==> src/rtl/rvb_sqrt_pipe.sv <==
// ----------------------------------------------------------------------------
// rvb_sqrt_pipe
// Pipelined integer square root, one root bit per stage, with side bus.
// ----------------------------------------------------------------------------
module rvb_sqrt_pipe #(
  parameter int ROOT_W = 21,
  parameter int SIDE_W = 1
) (
  input  logic                clk,
  input  logic                rst,
  input  logic                en,
  input  logic                in_valid,
  input  logic [2*ROOT_W-1:0] radicand,
  input  logic [SIDE_W-1:0]   side_in,
  output logic                out_valid,
  output logic [ROOT_W-1:0]   root,
  output logic [SIDE_W-1:0]   side_out
);

  localparam int RAD_W = 2 * ROOT_W;
  localparam int REM_W = ROOT_W + 2;

  logic              vld       [ROOT_W];
  logic [REM_W-1:0]  rem       [ROOT_W];
  logic [ROOT_W-1:0] rt        [ROOT_W];
  logic [RAD_W-1:0]  rad       [ROOT_W];
  logic [SIDE_W-1:0] sd        [ROOT_W];

  logic              vld_src   [ROOT_W];
  logic [REM_W-1:0]  rem_src   [ROOT_W];
  logic [ROOT_W-1:0] rt_src    [ROOT_W];
  logic [RAD_W-1:0]  rad_src   [ROOT_W];
  logic [SIDE_W-1:0] sd_src    [ROOT_W];
  logic [REM_W-1:0]  rem_next  [ROOT_W];
  logic [ROOT_W-1:0] rt_next   [ROOT_W];

  always_comb begin
    vld_src[0] = in_valid;
    rem_src[0] = '0;
    rt_src[0]  = '0;
    rad_src[0] = radicand;
    sd_src[0]  = side_in;
    for (int s = 1; s < ROOT_W; s++) begin
      vld_src[s] = vld[s-1];
      rem_src[s] = rem[s-1];
      rt_src[s]  = rt[s-1];
      rad_src[s] = rad[s-1];
      sd_src[s]  = sd[s-1];
    end
  end

  // take two radicand bits, try (root << 2) | 1
  always_comb begin
    for (int s = 0; s < ROOT_W; s++) begin
      logic [REM_W+1:0] cur;
      logic [REM_W+1:0] trial;
      logic             fit;
      cur         = {rem_src[s], rad_src[s][RAD_W-1 -: 2]};
      trial       = (REM_W+2)'({rt_src[s], 2'b01});
      fit         = cur >= trial;
      rem_next[s] = fit ? REM_W'(cur - trial) : REM_W'(cur);
      rt_next[s]  = {rt_src[s][ROOT_W-2:0], fit};
    end
  end

  always_ff @(posedge clk) begin
    for (int s = 0; s < ROOT_W; s++) begin
      if (rst) begin
        vld[s] <= 1'b0;
      end else if (en) begin
        vld[s] <= vld_src[s];
      end
    end
  end

  always_ff @(posedge clk) begin
    if (en) begin
      for (int s = 0; s < ROOT_W; s++) begin
        rem[s] <= rem_next[s];
        rt[s]  <= rt_next[s];
        rad[s] <= rad_src[s] << 2;
        sd[s]  <= sd_src[s];
      end
    end
  end

  assign out_valid = vld[ROOT_W-1];
  assign root      = rt[ROOT_W-1];
  assign side_out  = sd[ROOT_W-1];

endmodule

==> config.mk <==
export PLATFORM = sky130hd
export DESIGN_NAME = rvb_sqrt_pipe
export DESIGN_NICKNAME = d
export VERILOG_FILES = /design/src/rtl/rvb_sqrt_pipe.sv
export SDC_FILE = /design/constraint.sdc
export NUM_CORES = 2
export LEC_CHECK = 0
export ABC_AREA = 1
export BUFFER_PORTS_ARGS = -buffer_cell sky130_fd_sc_hd__clkbuf_2
export CORE_UTILIZATION = 64
export CTS_CLUSTER_DIAMETER = 60
export DETAILED_ROUTE_END_ITERATION = 8
export PLACE_DENSITY = 0.9
export SLEW_MARGIN = 5
export SYNTH_ARGS = -nofsm -noshare
export SYNTH_HDL_FRONTEND = slang
export SYNTH_SLANG_ARGS = --single-unit
==> constraint.sdc <==
create_clock -name clk -period 2.3 [get_ports clk]
set_input_delay 0.115 -clock clk [delete_from_list [all_inputs] [get_ports clk]]
set_output_delay 0.115 -clock clk [all_outputs]
set_load 0.05 [all_outputs]
==> key figures <==
Setup path
  • CP max stage cell: edfxtp_1
  • Cell mode on critical path: nor2_1
  • Startpoint Class: register
  • Crit path cell chain: nor2_1 -> inv_1 -> nor2_2 -> inv_1 -> nor2_1 -> nand2_2 -> nor2_1 -> nand2_2 -> buf_6 -> nand3_1 -> nand2_1
  • Crit end category: register
  • Crit Path Class: register to register
  • Worst path required time: 2.77 ns
  • CP Max Fanout: 19
  • Critical path data arrival time: 2.94 ns
  • Critical path's largest stage delay: 0.53 ns

Detailed routing
  • Routed via count: 49900
  • Wire length on met2: 80800 um
  • Post-Route WL: 170000 um
  • Max layer used: met5
  • TritonRoute pass-1 iters: 9
  • Met3 routed wirelength: 13600 um
  • Mean number of vias per cell: 5.68
  • Mean routed wirelength per cell: 19.3 um
  • Metal-1 WL: 63800 um
  • Initial DRC Count: 5536
  • Residual DRC count: 1
  • Routed Antenna Nets: 0

Synth
  • Seq cells post-synth: 1124
  • Library cells used by synthesis: 49
  • Synth area leaders: edfxtp_1, nand2_1, inv_1, ha_1, nor2_1
  • Yosys warnings: 0
  • Netlist Area Pre-Place: 60700 um2
  • Sequential cell area fraction in the yosys report: 55.6%
  • Largest area contributor in the netlist: edfxtp_1
  • Cells after Synth: 6814
  • Post-synth top area share: 55.6%
  • Syn Area/Cell: 8.91 um2
  • Syn_nets: 7114

STA
  • Setup violations, final: 29
  • Final WS setup: -0.162 ns
  • Setup TNS: -2.10 ns
  • Final Max Tran Viols: 0
  • Relative slew slack: 58.2%
  • Max Freq: 0.406 GHz
  • Clk_skew: 0.0385 ns
  • Final Cycle Share: 107%
  • Period minus WS final: 2.46 ns
  • Worst-Margin Slew: 0.626 ns
  • Final hold vios: 0

Pwr
  • Sw Share: 30.8%
  • Switching power: 18.4 mW
  • Clk pwr share: 32.7%
  • Seq pwr share: 44.8%
  • Worst IR Drop VDD: 0.000895 V
  • Combinational share of power: 22.4%
  • P_leak: 32.3 nW
  • Internal Power: 41.5 mW
  • Pwr dens: 830 nW/um2
  • Tot Pwr: 59.9 mW

Die
  • Die Span X: 310 um
  • Die height: 310 um
  • IO Count: 70
  • Core footprint: 93600 um2
  • Die footprint: 96100 um2
  • Num rows: 112
  • Initial Util: 64.9%

Clock network
  • Clk Latency, worst-skew pair: 0.75 ns
  • Num Clock Sinks: 1124
  • Clk buf depth: 3
  • H-Tree Depth: 3
  • CTS tree: yes
  • Total CTS buffers: 114
  • Root buf cell: clkbuf_16
  • Clock-pin slew on the worst setup and hold paths: 0.07 ns

Place
  • Setup WS pre-CTS: -0.167 ns
  • Gp weighted congestion: 0.981
  • Hpwl dp: 118000 um
  • Port Buf Inserts: 69
  • DP Area: 65400 um2

Layout
  • Final Cell Area: 72200 um2
  • Layout Nets: 7734
  • Layout cell share with drive strength beyond 1: 15.3%
  • Layout area overhead: 18.9%

Outcome
  • Failing checks: DRC, setup timing
  • Outcome: finished with violations

Global route
  • Initial antenna violation count: 4
  • All-Layer GR Usage: 34.0%
  • Vias in the first global route: 47500
  • First-pass GRT wire length: 251000 um
  • Grt total ovfl: 0
  • Largest net degree at the start of global routing: 105

Min path
  • Hold WC Path Type: input pin to register

Run
  • Max Cap Viol: 0
## layer usage
layer	global-route usage, %	vias to the layer above
met2	57.2	2756
met4	20.2	4
met1	41.5	23100
met3	5.48	758
li1	-	23300
met5	0	-
## power groups by stage
stage          Sequential, mW  Combinational [mW]  Clock (mW)
2_1_floorplan            26.2                7.79           0
3_3_place_gp             26.9                11.7           0
3_5_place_dp             27.0                12.0           0
4_1_cts                  26.6                12.3        19.7
5_1_grt                  27.0                14.7        20.5
6_report                 26.9                13.4        19.6
## registers in the layout, summed over array words and instances, names as in the netlist
| name | count |
|---|---|
| rad | 420 |
| rem | 431 |
| rt | 231 |
| sd | 21 |
| vld | 21 |
## cells by family after synthesis
logic type / after synthesis / share of synthesized area [%]
other cells: 1 / 0.00618
xor+xnor: 178 / 2.57
fa+ha+maj: 253 / 5.21
buf+inv: 1232 / 8.13
simple gates: 3613 / 24.8
compound gates: 413 / 3.66
flops: 1124 / 55.6
## timing repair
action	in CTS	in global routing
gates resized for setup	38	294
hold buffers	46	0
pin swaps	2	35
setup endpoints to repair	82	365
cloned	0	4
buffers inserted	5	51
hold endpoints to repair	66	0
## final timing paths
path	startpoint	to	slack, ns	depth (start not counted)
setup / recovery	rem[2][86]	rem[3][12]	-0.16	11
hold / removal	radicand[9]	rad[0][9]	0.08	2
setup reg to reg	rem[2][86]	rem[3][12]	-0.16	11
hold reg to reg	sd[0][3]	sd[0][4]	0.41	0
## critical path, delay by kind of cell, from the launching register on
family	cells	cell delay [ns]
AND/OR/NAND/NOR	8	1.26
flip-flops	1	0.53
buffers and inverters	3	0.39
## cell usage in the layout, fill, tap and decap left out, types with 61 or more instances in the layout
cell type,n
inv_2,62
edfxtp_1,1124
ha_1,142
nand3_1,373
ha_4,89
nand3b_1,75
inv_1,1076
clkbuf_16,118
nor2_1,591
o21ai_0,74
nand4_1,105
nand2_1,2215
clkbuf_2,68
a21oi_1,196
xor2_1,117
nand2_2,61
buf_4,434
## area by class of cell
type	instances	area, um2
Tap cell	1254	1570
Fill cell	6139	21400
Clock inverter	89	1060
Sequential cell	1124	33800
Antenna cell	2	5.00
Timing Repair Buffer	587	4790
Multi-Input combinational cell	4459	23800
Inverter	1148	4330
Clock buffer	126	2920
## synthesized netlist by cell type, drive strengths merged
library cell / number
nand2: 2278
inv: 1145
edfxtp: 1124
nor2: 666
nand3: 399
ha: 253
a21oi: 247
o21ai: 142
xor2: 117
nand4: 107
buf: 78
nand3b: 75
xnor2: 61
nor3: 54
or2: 11
and2: 8
nor4: 8
clkbuf: 6
o211ai: 6
o21bai: 6
a21boi: 4
and3: 4
o2111ai: 4
a21o: 3
clkinv: 3
nor3b: 3
a31o: 1
conb: 1
## stage by stage
step | cells | hold slack [ns] | utilization (%)
3_3_place_gp | 8466 | 0.293 | 69.9
3_5_place_dp | 8466 | 0.294 | 69.9
4_1_cts | 8732 | 0.0488 | 74.9
6_report | 8789 | 0.0757 | 77.1
5_1_grt | 8788 | 0.0628 | 77.1
2_1_floorplan | 6814 | 0.214 | -
(Power assumes the default switching activity.)
