## src/rtl/rvb_div_pipe.sv

```systemverilog
// ----------------------------------------------------------------------------
// rvb_div_pipe
// Pipelined restoring divider, one quotient bit per stage, with side bus.
// Expects num < den * 2^Q_W; the caller flags and overrides other cases.
// ----------------------------------------------------------------------------
module rvb_div_pipe #(
  parameter int NUM_W  = 30,
  parameter int DEN_W  = 13,
  parameter int Q_W    = 20,
  parameter int SIDE_W = 1
) (
  input  logic              clk,
  input  logic              rst,
  input  logic              en,
  input  logic              in_valid,
  input  logic [NUM_W-1:0]  num,
  input  logic [DEN_W-1:0]  den,
  input  logic [SIDE_W-1:0] side_in,
  output logic              out_valid,
  output logic [Q_W-1:0]    quot,
  output logic [SIDE_W-1:0] side_out
);

  logic              vld      [Q_W];
  logic [DEN_W-1:0]  rem      [Q_W];
  logic [Q_W-1:0]    lq       [Q_W];
  logic [SIDE_W-1:0] sd       [Q_W];

  logic              vld_src  [Q_W];
  logic [DEN_W-1:0]  rem_src  [Q_W];
  logic [Q_W-1:0]    lq_src   [Q_W];
  logic [SIDE_W-1:0] sd_src   [Q_W];
  logic [DEN_W-1:0]  rem_next [Q_W];
  logic [Q_W-1:0]    lq_next  [Q_W];

  always_comb begin
    vld_src[0] = in_valid;
    rem_src[0] = DEN_W'(num >> Q_W);
    lq_src[0]  = num[Q_W-1:0];
    sd_src[0]  = side_in;
    for (int s = 1; s < Q_W; s++) begin
      vld_src[s] = vld[s-1];
      rem_src[s] = rem[s-1];
      lq_src[s]  = lq[s-1];
      sd_src[s]  = sd[s-1];
    end
  end

  // bring down the next dividend bit, subtract when it fits
  always_comb begin
    for (int s = 0; s < Q_W; s++) begin
      logic [DEN_W:0] trial;
      logic           fit;
      trial       = {rem_src[s], lq_src[s][Q_W-1]};
      fit         = trial >= {1'b0, den};
      rem_next[s] = fit ? DEN_W'(trial - {1'b0, den}) : trial[DEN_W-1:0];
      lq_next[s]  = {lq_src[s][Q_W-2:0], fit};
    end
  end

  always_ff @(posedge clk) begin
    for (int s = 0; s < Q_W; s++) begin
      if (rst) begin
        vld[s] <= 1'b0;
      end else if (en) begin
        vld[s] <= vld_src[s];
      end
    end
  end

  always_ff @(posedge clk) begin
    if (en) begin
      for (int s = 0; s < Q_W; s++) begin
        rem[s] <= rem_next[s];
        lq[s]  <= lq_next[s];
        sd[s]  <= sd_src[s];
      end
    end
  end

  assign out_valid = vld[Q_W-1];
  assign quot      = lq[Q_W-1];
  assign side_out  = sd[Q_W-1];

endmodule

```

## config.mk

```make
export PLATFORM = sky130hd
export DESIGN_NAME = rvb_div_pipe
export DESIGN_NICKNAME = d
export VERILOG_FILES = /design/src/rtl/rvb_div_pipe.sv
export SDC_FILE = /design/constraint.sdc
export NUM_CORES = 1
export LEC_CHECK = 0
export BUFFER_PORTS_ARGS = -buffer_cell sky130_fd_sc_hd__buf_2
export CAP_MARGIN = 20
export CELL_PAD_IN_SITES_DETAIL_PLACEMENT = 0
export CELL_PAD_IN_SITES_GLOBAL_PLACEMENT = 1
export CORE_MARGIN = 8
export CORE_UTILIZATION = 40
export DETAILED_ROUTE_END_ITERATION = 6
export GPL_ROUTABILITY_DRIVEN = 0
export PLACE_DENSITY = 0.69
export SETUP_SLACK_MARGIN = 0.15
export SYNTH_ARGS = -nofsm -noshare
export SYNTH_HDL_FRONTEND = slang
export SYNTH_SLANG_ARGS = --single-unit
```

## constraint.sdc

```tcl
create_clock -name clk -period 6.6 [get_ports clk]
set_clock_uncertainty 0.1 [all_clocks]
set_input_delay 1.32 -clock clk [delete_from_list [all_inputs] [get_ports clk]]
set_output_delay 1.32 -clock clk [all_outputs]
set_load 0.02 [all_outputs]
```

==> impl_metrics.json, run 1 <==
{
  "vias_per_cell": 5.285,
  "layout_common_cells": "edfxtp_1, ha_1, a21oi_1",
  "setup_viol": 0,
  "overflow": 0,
  "swShare": 0.3358,
  "drc_errors": 0,
  "layout.nets": 3040,
  "ys_seq_area_frac": 0.5801,
  "hold_path.class": "register to register",
  "tightest_slew_ns": 1.043,
  "hold_depth": 0,
  "rsz0062_at_grt": "no",
  "vdd_ir_drop_max_mv": 0.2062,
  "fillerInstances": 7770,
  "clkLatencyLatePin_ns": 0.64,
  "ff2ff_setup_slack_ns": 3.25,
  "slew-limit-headroom": 0.3035,
  "fin_setup_tns_ns": 0,
  "cts_tree": "yes",
  "rows": 109,
  "detail_route.wirelength_um": 70560,
  "clockPowerShare": 0.232,
  "layout-drive-gt1-share": 0.1634,
  "die_area_um2": 98710,
  "drv_cap": 0,
  "synth_warnings": 0,
  "synthArstFlopShare": 0,
  "postSynthAreaPerCell_um2": 13.73,
  "p_int_mw": 12.75,
  "die_y_um": 314.2,
  "powerDensity_nw_per_um2": 481.4,
  "worst_ep_arrival_time_ns": 4.32,
  "cts_resized": 0,
  "timing.rr.end": "rem[17][6]$_DFFE_PP_",
  "grt_pass1_wl_um": 113100,
  "netlist_area_um2": 35560,
  "critPathMaxFanout": 20,
  "clock-sinks": 687,
  "path_cells": "buf_2 > inv_2 > ha_1 > and3_1 > nand2_1 > nor3_1 > a211oi_1 > a211oi_2 > mux2_2",
  "vias": 20840,
  "root_buffer": "clkbuf_16",
  "critPathBufInv": 2,
  "syn-instance-count": 2590,
  "critPathCaptureType": "register",
  "required_ns": 6.88,
  "utilization": 0.4518,
  "portBuffers": 69,
  "layout.cells.non_filler": 3943,
  "diodes": 0,
  "dr.pass1.iters": 5,
  "core_area_um2": 88240,
  "ys_seq_elements": 687,
  "fmax_ghz": 0.2476,
  "synth_nets": 2915,
  "hold_end": "lq[1][30]$_DFFE_PP_",
  "clk_pin_slew_ns": 0.06,
  "clockBufferDepth": 3,
  "drtIter0Drc": 1306,
  "initial_core_util": 0.4030,
  "synthDistinctLibCells": 73,
  "power.switching_mw": 6.445,
  "drv_slew": 0,
  "grt_max_degree": 158,
  "fin_crit_sh": 0.6120,
  "grtUsageTotal": 0.1408,
  "crit_type": "input port to register",
  "cts_setup_buffers": 0,
  "postCtsHoldBufs": 0,
  "wl_per_cell_um": 17.90,
  "status": "finished, final reports clean",
  "cpPeakStageDelay_ns": 0.86,
  "pwr-share-comb": 0.408,
  "p_leak_nw": 15.07,
  "cts.htree.levels": 3,
  "period_minus_slack_ns": 4.039,
  "hold_violations": 0,
  "seqPwrFrac": 0.360,
  "start_kind": "input port",
  "cts_inserted_buffers": 82,
  "synth_edf_count": 687,
  "antenna_found_initial": 0,
  "hp-start": "lq[1][9]$_DFFE_PP_",
  "reg2reg_depth": 9,
  "area_growth_pct": 12.10,
  "crit-reg2reg-launch": "lq[4][19]$_DFFE_PP_",
  "crit_family": "compound AO/OA/AOI/OAI gates",
  "final_antenna_net_count": 0,
  "mostFrequentLayoutCell": "edfxtp_1",
  "dp.cells": 3795,
  "slowest_stage": "a211oi_2",
  "synthFlopType": "edfxtp_1",
  "grt_pass1_vias": 21200,
  "die_w_um": 314.2,
  "dp_hpwl_um": 46560,
  "ioPinCount": 70
}
-- stage by stage --
step | power [mW] | cell area (um^2) | setup WS (ns) | hold slack, ns
after floorplan | 13.27 | 35560 | 2.679 | 0.3003
after global placement | 14.63 | 37180 | 1.939 | 0.3002
after detailed placement | 14.80 | 37180 | 1.876 | 0.3045
after CTS | 19.41 | 39840 | 2.544 | 0.3128
after global routing | 20.51 | 39870 | 2.333 | 0.3178
final | 19.19 | 39870 | 2.561 | 0.3106
-- routing by layer --
layer	up-vias	wire length (um)	track usage
met2	356	34010	0.2386
met4	0	2070	0.04926
li1	10190	-	-
met5	-	0	0
met3	131	2673	0.02172
met1	10160	31810	0.1828
-- how the worst max path moves through the flow --
stage           start              endpoint  depth (start not counted)
2_1_floorplan  den[2]  rem[5][10]$_DFFE_PP_                         10
5_1_grt        den[4]  rem[17][6]$_DFFE_PP_                         10
3_5_place_dp   den[4]  rem[17][6]$_DFFE_PP_                         10
4_1_cts        den[4]  rem[17][6]$_DFFE_PP_                         10
3_3_place_gp   den[4]  rem[17][3]$_DFFE_PP_                         10
6_report       den[8]   rem[0][5]$_DFFE_PP_                          9
-- registers in the layout (all words and copies together), names as in the netlist --
name and flops:
rem 247, vld 20, sd 20, lq 400
-- layout make-up --
| type | count | area (um^2) | share of cell area |
|---|---|---|---|
| well taps | 1165 | 1458 | 0.03656 |
| inverters | 85 | 319.1 | 0.008003 |
| multi-input cells | 1767 | 14210 | 0.3565 |
| flip-flops and latches | 687 | 20630 | 0.5175 |
| clock inverters | 50 | 553.0 | 0.01387 |
| repair buffers | 92 | 585.6 | 0.01469 |
| clock buffers | 97 | 2108 | 0.05288 |
-- cell usage after synthesis, types with 19 or more instances --
cell / number / area share
xnor2_1: 106 / 0.026
a21o_1: 39 / 0.0082
a211oi_1: 19 / 0.0040
o21a_1: 53 / 0.011
o21ai_0: 108 / 0.015
a21oi_1: 185 / 0.026
mux2_2: 143 / 0.045
nor2b_1: 34 / 0.0060
inv_1: 85 / 0.0090
ha_1: 258 / 0.091
and2_1: 33 / 0.0058
nor3_1: 32 / 0.0045
nand3_1: 32 / 0.0045
fa_1: 19 / 0.011
nand2b_1: 29 / 0.0051
mux2_4: 20 / 0.0084
nor2_1: 174 / 0.018
buf_4: 21 / 0.0044
edfxtp_1: 687 / 0.58
nand4_1: 38 / 0.0067
xor2_1: 71 / 0.017
nand2_1: 131 / 0.014
-- worst register-to-register path: stages (launching register included) --
cell,delay (ns)
edfxtp_1,0.39
inv_1,0.06
ha_1,0.20
fa_1,0.42
nor2b_1,0.17
o31ai_1,0.13
a22oi_1,0.29
o21ai_0,0.18
a21oi_2,0.75
mux2_2,0.42
-- power by group through the flow --
stage	sequential, mW	combinational [mW]	clock, mW
2_1_floorplan	6.73	6.54	0
3_3_place_gp	7.02	7.61	0
3_5_place_dp	7.01	7.78	0
4_1_cts	6.94	7.84	4.63
5_1_grt	7.02	8.72	4.78
6_report	6.92	7.82	4.46
-- logic make-up (layout without fill, tap and decap cells) --
kind of cell | after synthesis | after routing | synth area share
compound gates | 584 | 584 | 0.1190
xor+xnor | 177 | 177 | 0.04359
fa+ha+maj | 277 | 277 | 0.1015
buf+inv | 136 | 324 | 0.02041
flops | 687 | 687 | 0.5801
mux | 186 | 186 | 0.06037
simple gates | 543 | 543 | 0.07508
(Power assumes the default switching activity.)
==> inputs of run 2 (changes only) <==
Settings changed: PLACE_DENSITY 0.69 to 0.72.
Clock period 6.6 ns to 3.4 ns, I/O delays scaled along.
==> impl_metrics.json, run 2 (synthesis results as in run 1) <==
{
  "cts_inserted_buffers": 80,
  "pre_cts_slack_ns": -0.2587,
  "wl_per_cell_um": 17.50,
  "drv_cap": 0,
  "die_w_um": 314.2,
  "status": "finished, final reports clean",
  "setup_viol": 0,
  "hold_path.class": "input port to register",
  "clk_pin_slew_ns": 0.06,
  "layout-drive-gt1-share": 0.2099,
  "reg2reg_depth": 9,
  "powerDensity_nw_per_um2": 932.7,
  "postLayoutCellArea_um2": 41440,
  "critPathMaxFanout": 18,
  "regMostFlops": "lq",
  "die_y_um": 314.2,
  "vdd_ir_drop_max_mv": 0.4719,
  "slew-limit-headroom": 0.3505,
  "clockPowerShare": 0.223,
  "drtIter0Drc": 1342,
  "utilization": 0.4697,
  "die_area_um2": 98710,
  "placed_area_um2": 38780,
  "antenna_found_initial": 0,
  "grt_pass1_wl_um": 116400,
  "crit_type": "input port to register",
  "grtUsageTotal": 0.1444,
  "root_buffer": "clkbuf_16",
  "vias_per_cell": 5.211,
  "critPathCaptureType": "register",
  "swShare": 0.3290,
  "fmax_ghz": 0.3328,
  "tightest_slew_ns": 0.9722,
  "fillerInstances": 7708,
  "cts_tree": "yes",
  "p_leak_nw": 15.95,
  "cts_resized": 0,
  "dr.pass1.iters": 7,
  "largest_reg_flops": 400,
  "clkLatencyLatePin_ns": 0.63,
  "fin_ws_ns": 0.3954,
  "dp_hpwl_um": 49450,
  "hold_violations": 0,
  "postCtsHoldBufs": 0,
  "vias": 21390,
  "cts_setup_buffers": 0,
  "layout_common_cells": "edfxtp_1, ha_1, a21oi_1",
  "clock-sinks": 687,
  "layout.nets": 3202,
  "required_ns": 3.67,
  "grt_max_degree": 119,
  "final_antenna_net_count": 0,
  "power.switching_mw": 12.72,
  "fin_setup_tns_ns": 0,
  "clockBufferDepth": 3,
  "layout.cells.non_filler": 4105,
  "p_int_mw": 25.94,
  "diodes": 0,
  "drc_errors": 0,
  "crit-reg2reg-launch": "lq[1][79]$_DFFE_PP_",
  "worst_ep_arrival_time_ns": 3.27,
  "rsz0062_at_grt": "no",
  "fin_crit_sh": 0.8837,
  "crit_start": "den[0]",
  "area_growth_pct": 16.53,
  "overflow": 0,
  "rows": 109,
  "reg_top3": "lq: 400 flops, rem: 247 flops",
  "grt_pass1_vias": 21910,
  "ff2ff_setup_slack_ns": 0.45,
  "setup.worst_path.end": "rem[8][5]$_DFFE_PP_",
  "pwr-share-comb": 0.428,
  "dp.cells": 3960,
  "ioPinCount": 70,
  "seqPwrFrac": 0.349,
  "detail_route.wirelength_um": 71840,
  "drv_slew": 0,
  "portBuffers": 69,
  "timing.rr.end": "rem[8][5]$_DFFE_PP_",
  "initial_core_util": 0.4030,
  "cts.htree.levels": 3,
  "period_minus_slack_ns": 3.005,
  "start_kind": "input port",
  "core_area_um2": 88240,
  "mostFrequentLayoutCell": "edfxtp_1"
}
[run 2: cell type report]
class                   count  area, um^2  share of cell area
flip-flops and latches    687       20630              0.4978
clock buffers              91        2086             0.05033
inverters                  85       322.8            0.007789
well taps                1165        1458             0.03517
multi-input cells        1767       14210              0.3429
clock inverters            54       574.3             0.01386
repair buffers            256        2160             0.05211
[run 2: how the worst min path moves through the flow]
stage	startpoint	cells past startpoint	slack, ns	to
CTS	num[16]	1	0.07	lq[0][17]$_DFFE_PP_
floorplan	lq[0][0]$_DFFE_PP_	0	0.30	lq[0][21]$_DFFE_PP_
global route	num[7]	1	0.08	lq[0][8]$_DFFE_PP_
finish	num[9]	1	0.12	lq[0][10]$_DFFE_PP_
global placement	sd[1][3]$_DFFE_PP_	0	0.30	sd[2][0]$_DFFE_PP_
detailed placement	lq[0][42]$_DFFE_PP_	0	0.30	lq[0][63]$_DFFE_PP_
[run 2: critical path: stages]
cell	delay [ns]
buf_2	0.25
buf_12	0.22
ha_1	0.22
fa_1	0.44
nor2b_4	0.15
o31ai_2	0.07
a21oi_1	0.25
a2111oi_4	0.10
a21oi_4	0.47
mux2_2	0.40
[run 2: per-stage QoR]
stage	power, mW	hold slack, ns
after floorplan	25.76	0.3003
after global placement	29.65	0.3005
after detailed placement	30.10	0.3045
after CTS	39.00	0.07074
after global routing	41.25	0.07807
final	38.65	0.1204
[run 2: routing by layer]
| metal | GRT usage | up-vias | routed length [um] |
|---|---|---|---|
| met5 | 0 | - | 0 |
| met4 | 0.04749 | 0 | 2069 |
| li1 | - | 10510 | - |
| met2 | 0.2474 | 326 | 35200 |
| met3 | 0.02428 | 140 | 2349 |
| met1 | 0.1850 | 10420 | 32220 |
[run 2: power groups by stage]
stage / Sequential, mW / Combinational (mW) / Clock [mW]
floorplan: 13.1 / 12.7 / 0
global placement: 13.7 / 16.0 / 0
detailed placement: 13.7 / 16.4 / 0
CTS: 13.5 / 16.6 / 8.93
global route: 13.7 / 18.3 / 9.24
finish: 13.5 / 16.5 / 8.63
